[src/rtl/core/jcc_pkg.sv]
`default_nettype none
package jcc_pkg;

  localparam int TIMER_BITS_DEF = 16;
  localparam int YEAR_BITS_DEF  = 16;

  localparam logic [15:0] TPS_RESET    = 16'd60;
  localparam logic [5:0]  SEC_LIMIT    = 6'd60;
  localparam logic [5:0]  MIN_LIMIT    = 6'd60;
  localparam logic [4:0]  HOUR_LIMIT   = 5'd24;
  localparam logic [4:0]  LAST_MONTH   = 5'd11;
  localparam logic [3:0]  MONTH_FEB    = 4'd1;
  localparam logic [4:0]  LONG_MONTH   = 5'd31;

  localparam logic [5:0]  SEC_RESET    = 6'd0;
  localparam logic [5:0]  MIN_RESET    = 6'd23;
  localparam logic [4:0]  HOUR_RESET   = 5'd18;
  localparam logic [4:0]  DAY_RESET    = 5'd26;
  localparam logic [3:0]  MONTH_RESET  = 4'd6;
  localparam logic [15:0] YEAR_RESET   = 16'd2016;

  localparam int Q_DEPTH = 2;

  typedef enum logic {
    OP_TICK = 1'b0,
    OP_SET  = 1'b1
  } jcc_op_t;

  typedef enum logic [1:0] {
    BK_IDLE,
    BK_RUN,
    BK_EMIT
  } jcc_bk_state_t;

  typedef struct packed {
    logic        command;
    logic [15:0] timer_sample;
    logic [15:0] set_year;
    logic [3:0]  set_month;
    logic [4:0]  set_day;
    logic [4:0]  set_hour;
    logic [5:0]  set_minute;
    logic [5:0]  set_second;
  } jcc_in_t;

  typedef struct packed {
    logic [5:0]  cur_second;
    logic [5:0]  cur_minute;
    logic [4:0]  cur_hour;
    logic [4:0]  cur_day;
    logic [3:0]  cur_month;
    logic [15:0] cur_year;
    logic [31:0] seconds_since_set;
  } jcc_out_t;

  typedef struct packed {
    jcc_op_t     op;
    logic [15:0] sample;
    logic [15:0] year;
    logic [3:0]  month;
    logic [4:0]  day;
    logic [4:0]  hour;
    logic [5:0]  minute;
    logic [5:0]  second;
  } jcc_cmd_t;

  typedef struct packed {
    logic       full;
    logic       empty;
    logic [1:0] count;
  } jcc_q_stat_t;

  typedef struct packed {
    logic pop;
    logic busy;
  } jcc_bk_stat_t;

  function automatic logic [4:0] month_len(input logic [3:0] m);
    logic [4:0] len;
    unique case (m) inside
      4'd1:                      len = 5'd28;
      4'd3, 4'd5, 4'd8, 4'd10:   len = 5'd30;
      default:                   len = LONG_MONTH;
    endcase
    return len;
  endfunction

endpackage
`default_nettype wire

[src/rtl/core/jcc_front.sv]
`default_nettype none
module jcc_front (
  input  wire logic             clk,
  input  wire logic             rst_n,
  input  wire logic             in_valid,
  output logic                  in_ready,
  input  wire jcc_pkg::jcc_in_t in_data,
  output logic                  push_valid,
  input  wire logic             push_ready,
  output jcc_pkg::jcc_cmd_t     push_data
);
  import jcc_pkg::*;

  logic     hold_valid_r;
  jcc_cmd_t hold_r;
  jcc_cmd_t decoded;

  always_comb begin
    decoded.op     = in_data.command ? OP_SET : OP_TICK;
    decoded.sample = in_data.timer_sample;
    decoded.year   = in_data.set_year;
    decoded.month  = in_data.set_month;
    decoded.day    = in_data.set_day;
    decoded.hour   = in_data.set_hour;
    decoded.minute = in_data.set_minute;
    decoded.second = in_data.set_second;
  end

  assign in_ready   = !hold_valid_r || push_ready;
  assign push_valid = hold_valid_r;
  assign push_data  = hold_r;

  always_ff @(posedge clk) begin
    if (!rst_n) begin
      hold_valid_r <= 1'b0;
    end else if (in_ready) begin
      hold_valid_r <= in_valid;
    end
  end

  always_ff @(posedge clk) begin
    if (in_valid && in_ready) begin
      hold_r <= decoded;
    end
  end

endmodule
`default_nettype wire

[src/rtl/core/jcc_queue.sv]
`default_nettype none
module jcc_queue (
  input  wire logic              clk,
  input  wire logic              rst_n,
  input  wire logic              push_valid,
  output logic                   push_ready,
  input  wire jcc_pkg::jcc_cmd_t push_data,
  output logic                   pop_valid,
  input  wire logic              pop,
  output jcc_pkg::jcc_cmd_t      pop_data,
  output jcc_pkg::jcc_q_stat_t   stat
);
  import jcc_pkg::*;

  jcc_cmd_t   mem_r [Q_DEPTH];
  logic       wr_ptr_r;
  logic       rd_ptr_r;
  logic [1:0] count_r;
  logic       do_push;
  logic       do_pop;

  assign push_ready = (count_r != 2'(Q_DEPTH));
  assign pop_valid  = (count_r != 2'd0);
  assign pop_data   = mem_r[rd_ptr_r];
  assign do_push    = push_valid && push_ready;
  assign do_pop     = pop && pop_valid;

  always_comb begin
    stat.full  = !push_ready;
    stat.empty = !pop_valid;
    stat.count = count_r;
  end

  always_ff @(posedge clk) begin
    if (!rst_n) begin
      wr_ptr_r <= 1'b0;
      rd_ptr_r <= 1'b0;
      count_r  <= 2'd0;
    end else begin
      if (do_push) begin
        wr_ptr_r <= !wr_ptr_r;
      end
      if (do_pop) begin
        rd_ptr_r <= !rd_ptr_r;
      end
      if (do_push && !do_pop) begin
        count_r <= count_r + 2'd1;
      end else if (do_pop && !do_push) begin
        count_r <= count_r - 2'd1;
      end
    end
  end

  always_ff @(posedge clk) begin
    if (do_push) begin
      mem_r[wr_ptr_r] <= push_data;
    end
  end

endmodule
`default_nettype wire

[src/rtl/core/jcc_back.sv]
`default_nettype none
module jcc_back #(
  parameter int TIMER_BITS = jcc_pkg::TIMER_BITS_DEF,
  parameter int YEAR_BITS  = jcc_pkg::YEAR_BITS_DEF
) (
  input  wire logic              clk,
  input  wire logic              rst_n,
  input  wire logic [15:0]       tps,
  input  wire logic              cmd_valid,
  input  wire jcc_pkg::jcc_cmd_t cmd,
  output jcc_pkg::jcc_bk_stat_t  stat,
  output logic                   out_valid,
  input  wire logic              out_ready,
  output jcc_pkg::jcc_out_t      out_data
);
  import jcc_pkg::*;

  localparam logic [31:0] LOW_MASK = 32'((64'd1 << TIMER_BITS) - 64'd1);
  localparam logic [32:0] WRAP_ADD = 33'(64'd1 << TIMER_BITS);
  localparam logic [YEAR_BITS-1:0] INV25 = YEAR_BITS'(23593);
  localparam logic [YEAR_BITS-1:0] DIV25_MAX = YEAR_BITS'(((1 << YEAR_BITS) - 1) / 25);

  jcc_bk_state_t state_r, state_nxt;

  logic [31:0]          jiffy_r, mark_r, elapsed_r;
  logic [5:0]           sec_r, min_r;
  logic [4:0]           hour_r, day_r;
  logic [3:0]           month_r;
  logic [YEAR_BITS-1:0] year_r;
  logic                 leap_r;
  logic                 out_valid_r;
  jcc_out_t             out_r;

  logic pop, load_set, load_tick, step, emit, reached;

  logic [31:0]          rate32, sample_m, low, diff, jiffy_nxt;
  logic [32:0]          cnt;
  logic [YEAR_BITS-1:0] year_prod;
  logic                 div25, leap_nxt;
  logic [5:0]           sec_inc, min_inc, day_inc6, limit6;
  logic [4:0]           hour_inc, month_mid;
  logic                 sec_wrap, min_wrap, hour_wrap, day_wrap, month_over;

  assign rate32   = (tps == 16'd0) ? 32'd1 : 32'(tps);
  assign sample_m = 32'(cmd.sample) & LOW_MASK;
  assign low      = jiffy_r & LOW_MASK;
  assign cnt      = {1'b0, jiffy_r} + ((sample_m < low) ? WRAP_ADD : 33'd0);
  assign jiffy_nxt = (cnt[31:0] & ~LOW_MASK) | sample_m;
  assign diff     = jiffy_r - mark_r;
  assign reached  = !diff[31];

  assign year_prod = YEAR_BITS'(year_r * INV25);
  assign div25     = (year_prod <= DIV25_MAX);
  assign leap_nxt  = (year_r[1:0] == 2'd0) && (!div25 || (year_r[3:0] == 4'd0));

  always_comb begin
    sec_inc    = sec_r + 6'd1;
    sec_wrap   = (sec_inc >= SEC_LIMIT) || (sec_inc == 6'd0);
    min_inc    = min_r + 6'd1;
    min_wrap   = (min_inc >= MIN_LIMIT) || (min_inc == 6'd0);
    hour_inc   = hour_r + 5'd1;
    hour_wrap  = (hour_inc >= HOUR_LIMIT) || (hour_inc == 5'd0);
    day_inc6   = {1'b0, day_r} + 6'd1;
    limit6     = {1'b0, month_len(month_r)} +
                 6'((month_r == MONTH_FEB) && leap_r);
    day_wrap   = (day_inc6 > limit6);
    month_mid  = {1'b0, month_r} + 5'(day_wrap);
    month_over = (month_mid > LAST_MONTH);
  end

  always_comb begin
    state_nxt = state_r;
    unique case (state_r)
      BK_IDLE: begin
        if (cmd_valid) begin
          state_nxt = (cmd.op == OP_SET) ? BK_EMIT : BK_RUN;
        end
      end
      BK_RUN: begin
        if (!reached) begin
          state_nxt = BK_EMIT;
        end
      end
      BK_EMIT: begin
        if (!out_valid_r || out_ready) begin
          state_nxt = BK_IDLE;
        end
      end
      default: state_nxt = BK_IDLE;
    endcase
  end

  always_comb begin
    pop       = (state_r == BK_IDLE) && cmd_valid;
    load_set  = pop && (cmd.op == OP_SET);
    load_tick = pop && (cmd.op == OP_TICK);
    step      = (state_r == BK_RUN) && reached;
    emit      = (state_r == BK_EMIT) && (!out_valid_r || out_ready);
  end

  always_comb begin
    stat.pop  = pop;
    stat.busy = (state_r != BK_IDLE);
  end

  always_ff @(posedge clk) begin
    if (!rst_n) begin
      state_r <= BK_IDLE;
    end else begin
      state_r <= state_nxt;
    end
  end

  always_ff @(posedge clk) begin
    if (!rst_n) begin
      jiffy_r   <= 32'd0;
      mark_r    <= 32'(TPS_RESET);
      elapsed_r <= 32'd0;
      sec_r     <= SEC_RESET;
      min_r     <= MIN_RESET;
      hour_r    <= HOUR_RESET;
      day_r     <= DAY_RESET;
      month_r   <= MONTH_RESET;
      year_r    <= YEAR_RESET[YEAR_BITS-1:0];
    end else if (load_set) begin
      jiffy_r   <= 32'd0;
      mark_r    <= rate32;
      elapsed_r <= 32'd0;
      sec_r     <= cmd.second;
      min_r     <= cmd.minute;
      hour_r    <= cmd.hour;
      day_r     <= cmd.day;
      month_r   <= cmd.month;
      year_r    <= cmd.year[YEAR_BITS-1:0];
    end else if (load_tick) begin
      jiffy_r <= jiffy_nxt;
    end else if (step) begin
      mark_r    <= mark_r + rate32;
      elapsed_r <= elapsed_r + 32'd1;
      sec_r     <= sec_wrap ? 6'd0 : sec_inc;
      if (sec_wrap) begin
        min_r <= min_wrap ? 6'd0 : min_inc;
      end
      if (sec_wrap && min_wrap) begin
        hour_r <= hour_wrap ? 5'd0 : hour_inc;
      end
      if (sec_wrap && min_wrap && hour_wrap) begin
        day_r   <= day_wrap ? 5'd1 : day_inc6[4:0];
        month_r <= month_over ? 4'd0 : month_mid[3:0];
        if (month_over) begin
          year_r <= year_r + YEAR_BITS'(1);
        end
      end
    end
  end

  always_ff @(posedge clk) begin
    leap_r <= leap_nxt;
  end

  always_ff @(posedge clk) begin
    if (!rst_n) begin
      out_valid_r <= 1'b0;
    end else if (emit) begin
      out_valid_r <= 1'b1;
    end else if (out_ready) begin
      out_valid_r <= 1'b0;
    end
  end

  always_ff @(posedge clk) begin
    if (emit) begin
      out_r.cur_second        <= sec_r;
      out_r.cur_minute        <= min_r;
      out_r.cur_hour          <= hour_r;
      out_r.cur_day           <= day_r;
      out_r.cur_month         <= month_r;
      out_r.cur_year          <= 16'(year_r);
      out_r.seconds_since_set <= elapsed_r;
    end
  end

  assign out_valid = out_valid_r;
  assign out_data  = out_r;

endmodule
`default_nettype wire

[src/rtl/core/jiffy_calendar_clock.sv]
// Calendar clock driven by samples of a free-running jiffy timer.
// Input words on in_data carry either a tick with a timer sample or a set
// command that loads the calendar and clears the jiffy and seconds counts.
// Every input word yields exactly one output word on out_data with the
// calendar after that word and the seconds counted since the last set.
// The cfg port writes ticks_per_second at any time the block is idle.
// A front stage registers and decodes words into a two-entry queue, and
// the back unit executes them one at a time.
// A set word passes the front register and the queue, and the back unit
// goes straight to its emit state. For a tick word it first advances the
// calendar one second per cycle for each whole second the word brings.
// The back unit takes no new word until it has emitted the last one.
// After reset the calendar reads 2016, month 6 (0-based), day 26, 18:23:00,
// and ticks_per_second is 60.
// When the receiver stalls, the output word holds and the queue keeps
// taking input words until it and the front stage are full.
`default_nettype none
module jiffy_calendar_clock #(
  parameter int TIMER_BITS = jcc_pkg::TIMER_BITS_DEF,
  parameter int YEAR_BITS  = jcc_pkg::YEAR_BITS_DEF
) (
  input  wire logic              clk,
  input  wire logic              rst_n,
  input  wire logic              in_valid,
  output logic                   in_ready,
  input  wire jcc_pkg::jcc_in_t  in_data,
  output logic                   out_valid,
  input  wire logic              out_ready,
  output jcc_pkg::jcc_out_t      out_data,
  input  wire logic              cfg_valid,
  output logic                   cfg_ready,
  input  wire logic [15:0]       cfg_data
);
  import jcc_pkg::*;

  logic         tps_r;
  logic [15:0]  tps_val_r;
  logic         push_valid, push_ready, q_valid;
  jcc_cmd_t     push_data, q_data;
  jcc_q_stat_t  q_stat;
  jcc_bk_stat_t bk_stat;

  assign cfg_ready = 1'b1;

  always_ff @(posedge clk) begin
    if (!rst_n) begin
      tps_r     <= 1'b0;
      tps_val_r <= TPS_RESET;
    end else if (cfg_valid && cfg_ready) begin
      tps_r     <= 1'b1;
      tps_val_r <= cfg_data;
    end
  end

  jcc_front u_front (
    .clk        (clk),
    .rst_n      (rst_n),
    .in_valid   (in_valid),
    .in_ready   (in_ready),
    .in_data    (in_data),
    .push_valid (push_valid),
    .push_ready (push_ready),
    .push_data  (push_data)
  );

  jcc_queue u_queue (
    .clk        (clk),
    .rst_n      (rst_n),
    .push_valid (push_valid),
    .push_ready (push_ready),
    .push_data  (push_data),
    .pop_valid  (q_valid),
    .pop        (bk_stat.pop),
    .pop_data   (q_data),
    .stat       (q_stat)
  );

  jcc_back #(
    .TIMER_BITS (TIMER_BITS),
    .YEAR_BITS  (YEAR_BITS)
  ) u_back (
    .clk       (clk),
    .rst_n     (rst_n),
    .tps       (tps_val_r),
    .cmd_valid (q_valid),
    .cmd       (q_data),
    .stat      (bk_stat),
    .out_valid (out_valid),
    .out_ready (out_ready),
    .out_data  (out_data)
  );

  a_queue_bound: assert property (@(posedge clk) disable iff (!rst_n)
    q_stat.count <= 2'(Q_DEPTH))
    else $error("queue count beyond depth");

  a_pop_nonempty: assert property (@(posedge clk) disable iff (!rst_n)
    bk_stat.pop |-> !q_stat.empty)
    else $error("back unit popped an empty queue");

  a_reset_quiet: assert property (@(posedge clk)
    !rst_n |=> !out_valid && !tps_r)
    else $error("output or config state not cleared by reset");

  a_pop_idle: assert property (@(posedge clk) disable iff (!rst_n)
    bk_stat.pop |=> bk_stat.busy)
    else $error("back unit not busy after taking a word");

endmodule
`default_nettype wire

[config.mk]
export PLATFORM = sky130hd
export DESIGN_NAME = jiffy_calendar_clock
export DESIGN_NICKNAME = d
export VERILOG_FILES = /design/src/rtl/core/jcc_pkg.sv /design/src/rtl/core/jcc_front.sv /design/src/rtl/core/jcc_queue.sv /design/src/rtl/core/jcc_back.sv /design/src/rtl/core/jiffy_calendar_clock.sv
export SDC_FILE = /design/constraint.sdc
export NUM_CORES = 1
export LEC_CHECK = 0
export BUFFER_PORTS_ARGS = -buffer_cell sky130_fd_sc_hd__buf_2
export CELL_PAD_IN_SITES_DETAIL_PLACEMENT = 1
export CELL_PAD_IN_SITES_GLOBAL_PLACEMENT = 2
export CORE_MARGIN = 2
export CORE_UTILIZATION = 37
export CTS_CLUSTER_DIAMETER = 80
export DETAILED_ROUTE_END_ITERATION = 12
export PLACE_DENSITY_LB_ADDON = 0.1
export SYNTH_ARGS = -nofsm -noshare
export SYNTH_HDL_FRONTEND = slang
export SYNTH_HIERARCHICAL = 1
export SYNTH_SLANG_ARGS = --single-unit
[constraint.sdc]
create_clock -name clk -period 4.75 [get_ports clk]
set_clock_uncertainty 0.2 [all_clocks]
set_input_delay 0.95 -clock clk [delete_from_list [all_inputs] [get_ports clk]]
set_output_delay 0.95 -clock clk [all_outputs]
set_load 0.02 [all_outputs]
==> flow_summary.json, run 1 <==
{
  "critPathSlowestCell": "fa_1",
  "grt_pass1_vias": 14228,
  "syn_nets": 2001,
  "fin_tns_setup_ps": 0,
  "critPathRequiredTime_ps": 5060,
  "rows": 85,
  "cts_max_path_buffers": 3,
  "start_kind": "flop",
  "clock_latency_ps": 600,
  "wl_per_cell_um": 19.2,
  "whs_path_depth": 0,
  "die_h_um": 236,
  "grt_use_total": 0.185,
  "place_hpwl_um": 36500,
  "end_kind": "flop",
  "n_antenna_cell": 0,
  "cts_buffers": 47,
  "grt_pass1_wl_um": 81500,
  "worst-path-buf-inv": 4,
  "maxSlewHeadroom": 0.220,
  "dr.pass1.iters": 5,
  "critical_path_class": "flop to flop",
  "drc": 0,
  "hold_class": "flop to flop",
  "final_util": 0.434,
  "maxSlewViolCount": 0,
  "fin_crit_sh": 0.957,
  "fmaxAchievable_mhz": 220,
  "final_common_cell": "edfxtp_1",
  "clockRootBuffer": "clkbuf_16",
  "crit_path_max_incr_delay_ps": 550,
  "cellLeakagePower_nw": 8.74,
  "drive_gt1_frac": 0.193,
  "ctsHtreeMaxLevel": 2,
  "port_buffers": 155,
  "path_depth": 19,
  "status": "finished clean",
  "nets": 2166,
  "via_per_inst": 5.11,
  "tightest_slew_ps": 1170,
  "antenna_found_initial": 0,
  "ios": 157,
  "hold_violations": 0,
  "arrival_ps": 4860,
  "yosysWarnings": 6,
  "max_cap_viol_count": 0,
  "tritoncts": "built",
  "coreArea_um2": 53600,
  "area_growth_pct": 16.6,
  "clk_pin_slew_ps": 60,
  "setup_viol": 0,
  "reg2regPathDepth": 19,
  "gp_congestion": 0.785,
  "critPathMaxFanout": 3,
  "mostFrequentLayoutCells": "edfxtp_1, dfxtp_1, buf_2",
  "postCtsHoldBufs": 0,
  "power_density_nw_per_um2": 514,
  "syn_area_um2": 20000,
  "crit_chain": "inv_1 -> ha_1 -> ha_1 -> inv_1 -> fa_1 -> fa_1 -> inv_1 -> fa_1 -> ha_4 -> ha_4 -> nor2_1 -> nor2_1 -> o41ai_2 -> buf_4 -> nor2b_1 -> or2_2 -> a22oi_2 -> mux2i_1 -> a41oi_1",
  "initial_core_util": 0.372,
  "dieArea_um2": 55800,
  "die_x_um": 236,
  "via_count": 13605,
  "instances_no_fill": 2661,
  "ant_nets": 0,
  "setup_ws_ps": 203,
  "pre_cts_ws_ps": 51.9,
  "rsz0062_at_grt": "no",
  "period_needed_ps": 4550,
  "grt_overflow_total": 0,
  "clock_sinks": 415,
  "avgSynthCellArea_um2": 11.3,
  "grt_max_degree": 65,
  "crit_family": "adder cells",
  "peakVddDrop_uv": 338,
  "routed_wl_um": 51200,
  "initialDrtViolationCount": 637,
  "synth_cells": 1761,
  "dp_cells": 2573
}
## per-stage QoR
step / hold slack, ps / instance area, um2 / power [mW]
finish: 233 / 23300 / 12.0
global placement: 219 / 21600 / 8.12
global route: 240 / 23300 / 12.7
detailed placement: 220 / 21600 / 8.21
floorplan: 206 / 20000 / 7.07
CTS: 235 / 23200 / 12.0
## path summary, 6_finish.rpt
kind / to / slack (ps) / start
max: u_back/leap_r$_DFF_P_ / 200 / u_back/year_r[3]$_SDFFE_PN0P_
min reg2reg: u_back/out_data[10]$_DFFE_PP_ / 230 / u_back/elapsed_r[10]$_SDFFE_PP0P_
max reg2reg: u_back/leap_r$_DFF_P_ / 200 / u_back/year_r[3]$_SDFFE_PN0P_
min: u_back/out_data[10]$_DFFE_PP_ / 230 / u_back/elapsed_r[10]$_SDFFE_PP0P_
## registers in the layout (all words and copies together) (netlist names), 2 cells and up, named ones only
name               count
u_back/min_r           6
u_back/month_r         4
u_back/mark_r         32
u_queue/count_r        2
u_back/hour_r          5
u_back/state_r         2
u_queue/mem_r        118
u_back/year_r         16
u_front/push_data     59
u_back/day_r           5
tps_val_r             16
u_back/jiffy_r        32
u_back/sec_r           6
u_back/out_data       74
u_back/elapsed_r      32
## layer usage
layer  part of all wire  vias up  track usage  routed length [um]
met1               0.50     6688        0.263               25400
met3              0.032       59       0.0242                1650
met4              0.019        0       0.0510                 987
met2               0.45      206        0.298               23200
li1                   -     6652            -                   -
met5                  0        -            0                   0
## area by class of cell
type | instances | area (um2)
fillers | 5794 | 30300
flip-flops and latches | 415 | 10800
multi-input cells | 1152 | 8410
clock buffers | 59 | 1260
repair buffers | 200 | 1160
well taps | 696 | 871
inverters | 110 | 413
clock inverters | 29 | 333
## what timing repair did
action,in CTS,in global routing
buffers inserted,0,0
setup endpoints to repair,0,9
gates resized for setup,0,15
## power by group
group / switching, mW / leakage, nW / total [mW] / internal [mW]
registers: 0.333 / 3.64 / 4.70 / 4.36
clock network: 1.52 / 0.779 / 3.75 / 2.22
logic: 2.14 / 4.32 / 3.53 / 1.38
(Power assumes the default switching activity.)
==> run 2: changes to the inputs <==
SYNTH_HIERARCHICAL = default   (was 1)
==> flow_summary.json, run 2 <==
{
  "initial_core_util": 0.373,
  "worst-path-buf-inv": 3,
  "crit_path_end": "u_back.leap_r$_DFF_P_",
  "grt_max_degree": 60,
  "antenna_found_initial": 3,
  "nets": 2159,
  "crit_path_max_incr_delay_ps": 510,
  "yosys.area.top_type_share": 0.377,
  "final_common_cell": "edfxtp_1",
  "area_growth_pct": 16.7,
  "port_buffers": 155,
  "place_hpwl_um": 37800,
  "synth-async-reset-ratio": 0,
  "synth-seq-area-share": 0.541,
  "mostFrequentLayoutCells": "edfxtp_1, dfxtp_1, buf_2",
  "cp_common_cell": "ha_1",
  "cts_max_path_buffers": 3,
  "clockRootBuffer": "clkbuf_16",
  "clock_sinks": 415,
  "coreArea_um2": 53600,
  "clock_latency_ps": 590,
  "instances_no_fill": 2658,
  "r2r-end": "u_back.leap_r$_DFF_P_",
  "ctsHtreeMaxLevel": 2,
  "gp_congestion": 0.809,
  "clk_pin_slew_ps": 60,
  "rsz0062_at_grt": "yes",
  "max_cap_viol_count": 0,
  "crit_chain": "inv_1 -> ha_1 -> ha_1 -> inv_1 -> fa_1 -> fa_1 -> inv_1 -> fa_1 -> ha_1 -> ha_1 -> nor2b_1 -> nor2_1 -> xnor2_1 -> xnor2_1 -> xnor2_1 -> a2111oi_2 -> a31oi_1",
  "synth_cell_types": 85,
  "critPathRequiredTime_ps": 5010,
  "synthFlopType": "edfxtp_1",
  "ant_nets": 0,
  "reg2regPathDepth": 17,
  "end_kind": "flop",
  "regToRegSetupSlack_ps": 230,
  "drc": 0,
  "setup.worst_path.start": "u_back.year_r[2]$_SDFFE_PN0P_",
  "synth_most_common_cell": "edfxtp_1",
  "maxSlewViolCount": 0,
  "initialDrtViolationCount": 692,
  "syn_nets": 1996,
  "ios": 157,
  "synth_common_cells": "edfxtp_1, dfxtp_1, ha_1, nor2_1, inv_1",
  "tritoncts": "built",
  "dr.pass1.iters": 5,
  "grt_pass1_vias": 14704,
  "die_h_um": 236,
  "largest_reg_flops": 118,
  "synth_top_cell_by_area": "edfxtp_1",
  "r2r_start": "u_back.year_r[2]$_SDFFE_PN0P_",
  "wl_per_cell_um": 20.1,
  "critPathMaxFanout": 3,
  "hold_class": "flop to flop",
  "grt_use_total": 0.192,
  "regMostFlops": "u_queue.mem_r",
  "tightest_slew_ps": 1100,
  "yosysWarnings": 0,
  "power_density_nw_per_um2": 505,
  "arrival_ps": 4780,
  "grt_pass1_wl_um": 84100,
  "synth-edff-count": 251,
  "maxSlewHeadroom": 0.266,
  "path_depth": 17,
  "critPathSlowestCell": "fa_1",
  "post-cts-setup-buffers": 0,
  "fin_crit_sh": 0.951,
  "period_needed_ps": 4520,
  "syn_area_um2": 20000,
  "via_per_inst": 5.25,
  "dieArea_um2": 55900,
  "status": "finished clean",
  "routed_wl_um": 53400,
  "setup_viol": 0,
  "fin_tns_setup_ps": 0,
  "cts_buffers": 48,
  "hold_violations": 0,
  "synth_cells": 1756,
  "crit_family": "adder cells",
  "dp_cells": 2565,
  "synthTopCellsByArea": "edfxtp_1, dfxtp_1, ha_1",
  "hold_ws_ps": 237,
  "start_kind": "flop",
  "die_x_um": 236,
  "avgSynthCellArea_um2": 11.4,
  "rows": 85,
  "peakVddDrop_uv": 306,
  "drive_gt1_frac": 0.174,
  "critical_path_class": "flop to flop",
  "fmaxAchievable_mhz": 221,
  "via_count": 13951,
  "cellLeakagePower_nw": 8.76,
  "synth_seq_cells": 415,
  "grt_overflow_total": 0
}
==> run 2: cell count changes in the layout (fill, tap and decap cells not counted), sizes merged, moves of 9 or more <==
cell / before / now
o21ai: 71 / 89
or3: 8 / 38
mux2i: 18 / 75
nor4: 19 / 7
xnor2: 56 / 33
nand2: 129 / 111
nor3: 39 / 30
or4: 3 / 12
mux2: 61 / 22
nor2: 149 / 123
==> run 2: layer usage <==
layer	vias to the layer above	wire, um	track usage
met2	184	24500	0.308
met3	70	1740	0.0282
met5	-	0	0
met1	6898	26300	0.273
li1	6799	-	-
met4	0	930	0.0456
==> run 2: per-stage QoR <==
stage                     instance area [um2]  utilization  total power, mW  setup slack, ps
after floorplan                         20000            -             6.97              106
after global placement                  21700        0.404             8.05             33.6
after detailed placement                21700        0.404             8.13            -38.7
after CTS                               23300        0.434             11.9             7.31
after global routing                    23300        0.435             12.5            -5.58
final                                   23300        0.435             11.8              231
==> run 2: layout make-up <==
type,count,area (um2)
Multi-Input combinational cell,1142,8460
Clock inverter,24,196
Tap cell,696,871
Timing Repair Buffer,199,1150
Fill cell,5819,30300
Clock buffer,66,1390
Inverter,113,424
Antenna cell,3,7.51
Sequential cell,415,10800
==> run 2: repair_timing <==
item | CTS | global route
endpoints found under the setup margin | 1 | 16
hold endpoints to repair | 0 | 0
hold buffers | 0 | 0
resized for setup | 1 | 7
pin swaps | 1 | 4
==> run 2: cells by family after synthesis <==
group | synth area share
and+or+nand+nor | 0.117
DFF | 0.541
AOI/OAI and AO/OA | 0.115
buffers and inverters | 0.0397
adders and majority gates | 0.107
muxes | 0.0506
xor gates and xnor gates | 0.0289
other | 0.000188
==> run 2: power breakdown <==
group	internal, mW	switching [mW]
Combinational	1.31	2.09
Clock	2.17	1.53
Sequential	4.34	0.342
==> run 2: how the worst min path moves through the flow <==
| stage | start | end | slack (ps) | cells past startpoint |
|---|---|---|---|---|
| 3_5_place_dp | u_front.push_data[16]$_DFFE_PP_ | u_queue.mem_r[1][16]$_DFFE_PP_ | 230 | 0 |
| 3_3_place_gp | u_front.push_data[35]$_DFFE_PP_ | u_queue.mem_r[0][35]$_DFFE_PP_ | 220 | 0 |
| 2_1_floorplan | u_back.min_r[3]$_SDFFE_PN0P_ | u_back.out_data[65]$_DFFE_PP_ | 200 | 0 |
| 5_1_grt | u_front.push_data[16]$_DFFE_PP_ | u_queue.mem_r[1][16]$_DFFE_PP_ | 240 | 0 |
| 4_1_cts | u_front.push_data[16]$_DFFE_PP_ | u_queue.mem_r[1][16]$_DFFE_PP_ | 230 | 0 |
| 6_report | u_front.push_data[16]$_DFFE_PP_ | u_queue.mem_r[1][16]$_DFFE_PP_ | 240 | 0 |
==> run 3: changes to the inputs <==
CELL_PAD_IN_SITES_DETAIL_PLACEMENT = 0   (was 1)
CELL_PAD_IN_SITES_GLOBAL_PLACEMENT = 1   (was 2)
CORE_UTILIZATION = 44   (was 37)
==> flow_summary.json, run 3 (same netlist as run 2, synthesis figures left out) <==
{
  "status": "finished clean",
  "grt_use_total": 0.202,
  "clock_latency_ps": 580,
  "die_h_um": 217,
  "drive_gt1_frac": 0.170,
  "reg2regPathDepth": 16,
  "tightest_slew_ps": 998,
  "num-fill-cells": 4074,
  "dieArea_um2": 47200,
  "pwr-share-comb": 0.282,
  "grt_pass1_vias": 13393,
  "maxSlewViolCount": 0,
  "peakVddDrop_uv": 319,
  "via_count": 13834,
  "dr.pass1.iters": 5,
  "mostFrequentLayoutCells": "edfxtp_1, dfxtp_1, buf_2",
  "final_util": 0.514,
  "regToRegSetupSlack_ps": 200,
  "cell_internal_pwr_mw": 7.86,
  "grt_max_degree": 57,
  "cts_max_path_buffers": 3,
  "r2r_start": "u_back.year_r[11]$_SDFFE_PN0P_",
  "start_kind": "flop",
  "ios": 157,
  "ant_nets": 0,
  "critPathRequiredTime_ps": 5000,
  "critical_path_class": "flop to flop",
  "period_needed_ps": 4550,
  "cts_buffers": 45,
  "grt_pass1_wl_um": 74200,
  "area_growth_pct": 15.9,
  "regMostFlops": "u_queue.mem_r",
  "place_hpwl_um": 32700,
  "switching_share": 0.322,
  "postPlaceCellArea_um2": 21600,
  "initialDrtViolationCount": 737,
  "hold_ws_ps": 243,
  "r2r-end": "u_back.leap_r$_DFF_P_",
  "gp_congestion": 0.839,
  "clk_pin_slew_ps": 60,
  "max_cap_viol_count": 0,
  "fin_crit_sh": 0.958,
  "tritoncts": "built",
  "port_buffers": 155,
  "crit_path_end": "u_back.leap_r$_DFF_P_",
  "drc": 0,
  "wl_per_cell_um": 18.4,
  "final_common_cell": "edfxtp_1",
  "fmaxAchievable_mhz": 220,
  "routed_wl_um": 47100,
  "coreArea_um2": 45100,
  "clock_sinks": 415,
  "hold_violations": 0,
  "via_per_inst": 5.41,
  "critPathMaxFanout": 2,
  "cellLeakagePower_nw": 8.74,
  "n_antenna_cell": 0,
  "grt_overflow_total": 0,
  "largest_reg_flops": 118,
  "setup.worst_path.start": "u_back.year_r[11]$_SDFFE_PN0P_",
  "ctsHtreeMaxLevel": 2,
  "power_density_nw_per_um2": 500,
  "initial_core_util": 0.443,
  "fin_area_um2": 23200,
  "hold_class": "flop to flop",
  "postCtsHoldBufs": 0,
  "antenna_found_initial": 1,
  "seqPwrFrac": 0.401,
  "die_x_um": 217,
  "clkPwrFrac": 0.316,
  "setup_viol": 0,
  "nets": 2160,
  "arrival_ps": 4800,
  "switchingPower_mw": 3.73,
  "maxSlewHeadroom": 0.333,
  "rows": 78,
  "end_kind": "flop",
  "clockRootBuffer": "clkbuf_16"
}
[run 3: cell count changes in the layout (fill, tap and decap cells not counted), moves of 2 or more]
cell	previous run	this run
buf_4	40	45
bufinv_16	2	7
clkbuf_1	8	12
clkbuf_8	8	4
clkbuf_16	50	47
clkinv_2	11	8
dfxtp_1	163	160
dfxtp_2	0	3
diode_2	3	0
clkinv_4	2	0
clkinvlp_4	2	0
inv_6	3	1
[run 3: power by group through the flow]
stage	combinational (mW)	clock, mW	sequential (mW)
2_1_floorplan	2.21	0	4.76
3_3_place_gp	3.19	0	4.72
3_5_place_dp	3.23	0	4.73
4_1_cts	3.26	3.77	4.66
5_1_grt	3.66	3.91	4.71
6_report	3.28	3.67	4.65
[run 3: cell type report]
class,count,area [um2],share of cell area
multi-input cells,1142,8460,0.365
clock inverters,20,274,0.0118
well taps,600,751,0.0324
inverters,113,424,0.0183
flip-flops and latches,415,10800,0.467
repair buffers,203,1160,0.0503
clock buffers,63,1280,0.0551
[run 3: stage by stage]
step,TNS [ps],power (mW),std cells,worst slack (ps)
after global placement,0,7.91,2471,50.3
final,0,11.6,2556,200
after floorplan,0,6.97,1756,106
after detailed placement,-53.5,7.96,2471,-53.5
after CTS,0,11.7,2554,7.31
after global routing,-9.65,12.3,2556,-9.65
[run 3: metal layers]
metal	share of wire	wire, um	track usage
met5	0	0	0
met3	0.045	2110	0.0303
met2	0.47	22400	0.335
met4	0.027	1280	0.0683
met1	0.45	21400	0.271
[run 3: worst max-delay path: stages (launching register included)]
cell and delay, ps:
dfxtp_1 320, ha_1 330, fa_1 490, ha_1 290
inv_1 50, fa_1 530, inv_1 60, fa_1 480
ha_1 300, ha_1 290, nor2b_1 130, nor2_1 130
xnor2_1 150, xnor2_1 150, xnor2_1 100, a2111oi_2 300
a31oi_1 120
[run 3: worst min-delay path by stage]
stage | from | endpoint | slack, ps | cells after the start
floorplan | u_back.min_r[3]$_SDFFE_PN0P_ | u_back.out_data[65]$_DFFE_PP_ | 200 | 0
global placement | u_front.push_data[14]$_DFFE_PP_ | u_queue.mem_r[0][14]$_DFFE_PP_ | 220 | 0
detailed placement | u_front.push_data[31]$_DFFE_PP_ | u_queue.mem_r[1][31]$_DFFE_PP_ | 230 | 0
CTS | u_front.push_data[1]$_DFFE_PP_ | u_queue.mem_r[0][1]$_DFFE_PP_ | 240 | 0
global route | u_front.push_data[1]$_DFFE_PP_ | u_queue.mem_r[0][1]$_DFFE_PP_ | 250 | 0
finish | u_front.push_data[31]$_DFFE_PP_ | u_queue.mem_r[0][31]$_DFFE_PP_ | 240 | 0
[run 3: what timing repair did]
| item | in CTS | in global routing |
|---|---|---|
| buffers inserted | 0 | 2 |
| resized for setup | 1 | 9 |
| setup endpoints to repair | 1 | 1 |
| pin swaps | 1 | 13 |
